==> config.mk <==
export PLATFORM = sky130hd
export DESIGN_NAME = tsma_fifo
export DESIGN_NICKNAME = d
export VERILOG_FILES = /design/src/sv/tsma_fifo.sv
export SDC_FILE = /design/constraint.sdc
export NUM_CORES = 1
export LEC_CHECK = 0
export ABC_AREA = 1
export BUFFER_PORTS_ARGS = -buffer_cell sky130_fd_sc_hd__buf_2
export CAP_MARGIN = 20
export CORE_MARGIN = 3
export CORE_UTILIZATION = 47
export CTS_BUF_LIST = sky130_fd_sc_hd__clkbuf_4 sky130_fd_sc_hd__clkbuf_8
export CTS_CLUSTER_SIZE = 16
export DETAILED_ROUTE_END_ITERATION = 12
export MAX_ROUTING_LAYER = met4
export PLACE_DENSITY_LB_ADDON = 0.15
export SYNTH_ARGS = -nofsm -noshare
export SYNTH_HDL_FRONTEND = slang
export SYNTH_SLANG_ARGS = --single-unit
export TNS_END_PERCENT = 1
==> constraint.sdc <==
create_clock -name clk -period 1.2 [get_ports clk]
set_input_delay 0.18 -clock clk [delete_from_list [all_inputs] [get_ports clk]]
set_output_delay 0.18 -clock clk [all_outputs]
set_load 0.005 [all_outputs]
==> src/sv/tsma_fifo.sv <==
// Short queue that decouples the front end from the averaging back end.
// No dependencies.
`default_nettype none

module tsma_fifo #(
    parameter int WIDTH = 8,
    parameter int DEPTH = 2,
    localparam int AW = $clog2(DEPTH),
    localparam int CW = $clog2(DEPTH + 1)
) (
    input  logic             clk,
    input  logic             rst_n,
    input  logic             in_valid,
    output logic             in_ready,
    input  logic [WIDTH-1:0] in_data,
    output logic             out_valid,
    input  logic             out_ready,
    output logic [WIDTH-1:0] out_data
);

    logic [WIDTH-1:0] entry_reg [DEPTH];
    logic [AW-1:0]    wr_ptr_reg;
    logic [AW-1:0]    wr_ptr_next;
    logic [AW-1:0]    rd_ptr_reg;
    logic [AW-1:0]    rd_ptr_next;
    logic [CW-1:0]    count_reg;
    logic [CW-1:0]    count_next;
    logic             push;
    logic             pop;

    assign in_ready  = count_reg != CW'(DEPTH);
    assign out_valid = count_reg != '0;
    assign out_data  = entry_reg[rd_ptr_reg];
    assign push      = in_valid && in_ready;
    assign pop       = out_valid && out_ready;

    always_comb
    begin
        wr_ptr_next = wr_ptr_reg;
        rd_ptr_next = rd_ptr_reg;
        if (push)
        begin
            wr_ptr_next = (wr_ptr_reg == AW'(DEPTH - 1)) ? '0 : wr_ptr_reg + 1'b1;
        end
        if (pop)
        begin
            rd_ptr_next = (rd_ptr_reg == AW'(DEPTH - 1)) ? '0 : rd_ptr_reg + 1'b1;
        end
        count_next = count_reg + CW'(push) - CW'(pop);
    end

    always_ff @(posedge clk or negedge rst_n)
    begin
        if (!rst_n)
        begin
            wr_ptr_reg <= '0;
            rd_ptr_reg <= '0;
            count_reg  <= '0;
        end
        else
        begin
            wr_ptr_reg <= wr_ptr_next;
            rd_ptr_reg <= rd_ptr_next;
            count_reg  <= count_next;
        end
    end

    always_ff @(posedge clk)
    begin
        if (push)
        begin
            entry_reg[wr_ptr_reg] <= in_data;
        end
    end

endmodule

`default_nettype wire

==> metrics.sh <==
DP_HPWL_UM=1100
VIOLATIONS='setup timing'
SYNTH_COMPOUND_AREA_SHARE_PCT=1.22
YS_FF_LATCH=20
DIE-AREA_UM2=2290
DRT_PASS1_ITERATIONS=4
POWER.LEAKAGE_nW=0.563
GRT_MAX_DEGREE=12
YOSYS.AREA_SHARE.ADDER_PCT=1.52
ANTENNA_FOUND_INITIAL=0
DRT_DRC_VIOLATIONS_LEFT=0
SYN_INST=73
SYNTH_TOP_CELL_BY_AREA='sky130_fd_sc_hd__edfxtp_1'
MULTI_INPUT_COMB_AREA_UM2=278
PLACE_WS_NS=-0.171
SYNTH_FP_NETS=86
TIMING_HOLD_VIOLATIONS_FINAL=0
DRTITER0DRC=13
CRITICAL_PATH.TOP_DELAY_FAMILY='simple AND/OR/NAND/NOR gates'
WORST_HOLD_CHECK_PATH_TYPE='in2reg'
CLOCK-SINKS=20
DIEWIDTH_UM=47.8
LARGEST_REGISTER_FFS=16
FINALMAXSLEWVIOLATIONS=0
ROUTABILITYCONGESTION=0.740
PWR-SHARE-COMB_PCT=49.2
GRT.OVERFLOW.TOTAL=0
IOS=22
WORST_SLEW_MARGIN_REL_PCT=87.5
CP_SLOWEST_STAGE_DELAY_NS=0.45
CLOCK_PATH_BUFFERS=2
CRITICAL_PATH_CLASS='reg2reg'
SYNTH.LIB_CELLS_USED.DISTINCT=15
PORT-BUFFER-COUNT=21
FP-ROW-COUNT=14
DRT-TOTAL-WL_UM=1770
WL_PER_CELL_UM=13.5
CRITICAL-PATH-SLOWEST-CELL='sky130_fd_sc_hd__dfrtp_2'
FINALWORSTPATHREQUIREDPERIOD_NS=1.37
CLKLATENCYLATEPIN_NS=0.28
NNETSFINAL=129
BUFFERING_STAGE_COUNT_ON_THE_WORST_PATH_WITH_INVERTERS_INCLUDED=3
CP.REQUIRED_NS=1.38
WORST-ENDPOINT-ARRIVAL_NS=1.56
NETSWITCHINGPOWER_mW=1.05
VIAS=651
POWER.DENSITY_CELL_AREA_nW_PER_UM2=2360
NETSWITCHINGFRACTION_PCT=36.7
LAYOUT-DRIVE-GT1-SHARE_PCT=59.1
REPORT.FINAL.SETUP_VIOL=27
GLOBAL_ROUTE_WIRE_LENGTH_BEFORE_REPAIR_UM=2600
CTS.ROOT.BUFFER_CELL='sky130_fd_sc_hd__clkbuf_4'
CLOCK_TREE.HTREE_LEVEL_COUNT=1
INITIAL_CORE_UTIL_PCT=52.1
NUMBER_OF_CTS_INSERTED_BUFFERS=3
SYNTHTOPCELLSBYAREA='sky130_fd_sc_hd__edfxtp_1 58%, sky130_fd_sc_hd__nand2_1 13%, sky130_fd_sc_hd__dfrtp_1 12%'
DRTANTENNAVIOLNETS=0
TIMING.CRITICAL_PATH.TO_TYPE='register'
STATUS='finished, violations left'
P_CLK_SHARE_PCT=10.6
ANTENNA-DIODE-COUNT=0
AREA_DELTA_SYNTH_FINAL_PCT=47.0
SYNTH.MUX.AREA_FRACTION_PCT=0
SYNTH-SIMPLE-AREA-SHARE_PCT=21.3
FIN_UTIL_PCT=76.7
FIN_CRIT_SH_PCT=114
COREAREA_UM2=1580
NETLIST_AREA_UM2=822
FINAL_CRITICAL_PATH_SETUP_SLACK_NS=-0.174
MAX_FREQ_MHz=728
VIAS_IN_THE_FIRST_GLOBAL_ROUTE=598
FINAL-SEQ-AREA_UM2=584
SUM_OF_NEGATIVE_SETUP_SLACK_NS=-3.18
CLK_PIN_SLEW_NS=0.10
CHIPHEIGHT_UM=47.8
POST-SYNTH-TOP-AREA-FRACTION_PCT=58.4
FINAL.FILL_COUNT=99
YS_WARN_COUNT=0
START_KIND='register'
SETUP_REPAIR_AFTER_GLOBAL_ROUTING_MISSED_ITS_MARGIN='yes'
GLOBAL_ROUTE.USAGE.TOTAL_PCT=17.3
TIMING.CRITICAL_PATH.FANOUT_MAX=4
AVGVIACOUNTPERCELL=4.97
CRIT_PATH_CELL_TRACE='inv_2 > nand2_4 > nand2_4 > nand2_4 > nand2_4 > ha_4 > inv_2 > nand2_2 > nand2_2 > inv_2 > nand2_1 > nand2_1'
IRDROPWORSTVDD_mV=1.25
SYNTH.AVG_CELL_AREA_UM2=11.3
TRITONCTS='done'
TIMING.MAX_CAP.VIOLATIONS=0
CRIT_TOP_CELL='sky130_fd_sc_hd__nand2_4'
SEQ_POWER_SHARE_PCT=40.2
FINALCLOCKSKEW_NS=0.00219
YS_SEQ_AREA_SHARE_PCT=70.6
CELLINTERNALPOWER_mW=1.80
LARGEST_FAMILY_OF_LOGIC_CELLS_BY_SYNTHESIZED_AREA='simple AND/OR/NAND/NOR gates'
TIMING_WORST_SLEW_PIN_VALUE_NS=0.187
POST_SYNTH_XOR_XNOR_AREA_PCT=1.07
[per-stage QoR]
step / instance area [um2] / hold WS (ns) / power, mW / instances
floorplan: 825 / -0.116 / 1.61 / 73
global placement: 1030 / -0.00968 / 2.10 / 119
detailed placement: 1030 / -0.0103 / 2.13 / 119
CTS: 1140 / 0.0720 / 2.64 / 128
global route: 1210 / 0.0617 / 3.07 / 131
finish: 1210 / 0.0770 / 2.85 / 131
[power by group through the flow]
stage	Clock [mW]	Sequential [mW]	Combinational (mW)
3_3_place_gp	0	1.08	1.01
2_1_floorplan	0	1.05	0.555
6_report	0.301	1.15	1.40
3_5_place_dp	0	1.09	1.04
4_1_cts	0.315	1.11	1.21
5_1_grt	0.339	1.17	1.56
[metal layers]
metal | vias to the layer above | GRT usage (%) | share of wire (%)
met5 | - | - | 0
met2 | 13 | 27.7 | 54
li1 | 322 | - | -
met1 | 316 | 21.2 | 42
met4 | 0 | 4.84 | 0
met3 | 0 | 4.89 | 4.2
[cells by family (layout without fill, tap and decap cells)]
family,count (synthesis),in the layout
compound gates,2,2
xor+xnor,1,1
fa+ha+maj,1,1
buf+inv,9,51
flops,20,20
simple gates,40,40
[worst register-to-register path, delay by kind of cell, from the launching register on]
family                     cells  cell delay [ns]
adders and majority gates      1             0.15
buffers and inverters          3             0.14
DFF                            1             0.45
and+or+nand+nor                8             0.53
[cells in the mapped netlist]
library cell / count
sky130_fd_sc_hd__o21ai_1: 1
sky130_fd_sc_hd__nand2_1: 29
sky130_fd_sc_hd__buf_2: 1
sky130_fd_sc_hd__inv_2: 2
sky130_fd_sc_hd__ha_1: 1
sky130_fd_sc_hd__a21oi_1: 1
sky130_fd_sc_hd__nor2_2: 3
sky130_fd_sc_hd__dfrtp_1: 4
sky130_fd_sc_hd__inv_1: 6
sky130_fd_sc_hd__xor2_1: 1
sky130_fd_sc_hd__nor2_1: 2
sky130_fd_sc_hd__nand3_1: 2
sky130_fd_sc_hd__nand2_2: 3
sky130_fd_sc_hd__edfxtp_1: 16
sky130_fd_sc_hd__nand2_4: 1
[timing repair]
item	CTS	global route
gates cloned	0	0
setup endpoints to repair	27	29
buffers inserted	4	3
endpoints found under the hold margin	4	0
pin swaps	6	12
hold buffers	1	0
gates resized for setup	12	15
[layout by cell type (no fill, tap or decap)]
cell type,count
sky130_fd_sc_hd__nand3_2,2
sky130_fd_sc_hd__buf_2,20
sky130_fd_sc_hd__inv_1,3
sky130_fd_sc_hd__clkinv_1,1
sky130_fd_sc_hd__edfxtp_1,16
sky130_fd_sc_hd__clkinv_4,1
sky130_fd_sc_hd__ha_4,1
sky130_fd_sc_hd__xor2_1,1
sky130_fd_sc_hd__buf_6,2
sky130_fd_sc_hd__nand2_1,23
sky130_fd_sc_hd__nand2_2,6
sky130_fd_sc_hd__clkbuf_4,3
sky130_fd_sc_hd__buf_4,15
sky130_fd_sc_hd__dfrtp_1,1
sky130_fd_sc_hd__inv_2,4
sky130_fd_sc_hd__dlygate4sd3_1,1
sky130_fd_sc_hd__nor2_2,3
sky130_fd_sc_hd__o21ai_2,1
sky130_fd_sc_hd__dfrtp_2,3
sky130_fd_sc_hd__buf_12,1
sky130_fd_sc_hd__nand2_4,4
sky130_fd_sc_hd__nor2_4,2
sky130_fd_sc_hd__a21oi_1,1
[layout make-up]
type                            count  share of cell area, %
Clock inverter                      1                  0.311
Tap cell                           16                   1.66
Timing Repair Buffer               39                   21.9
Multi-Input combinational cell     44                   23.0
Sequential cell                    20                   48.3
Inverter                            8                   2.90
Clock buffer                        3                   1.86
[final timing paths]
check / from / endpoint / slack (ns) / cells after the start
setup / recovery: count_reg[0] / count_reg[1] / -0.17 / 12
hold / removal: in_data[1] / entry_reg[1][1] / 0.08 / 1
setup reg to reg: count_reg[0] / count_reg[1] / -0.17 / 12
hold reg to reg: wr_ptr_reg / wr_ptr_reg / 0.60 / 2
max in group asynchronous: rst_n / rd_ptr_reg / 0.80 / 2
min in group asynchronous: rst_n / count_reg[0] / 0.27 / 2
(Power assumes the default switching activity.)
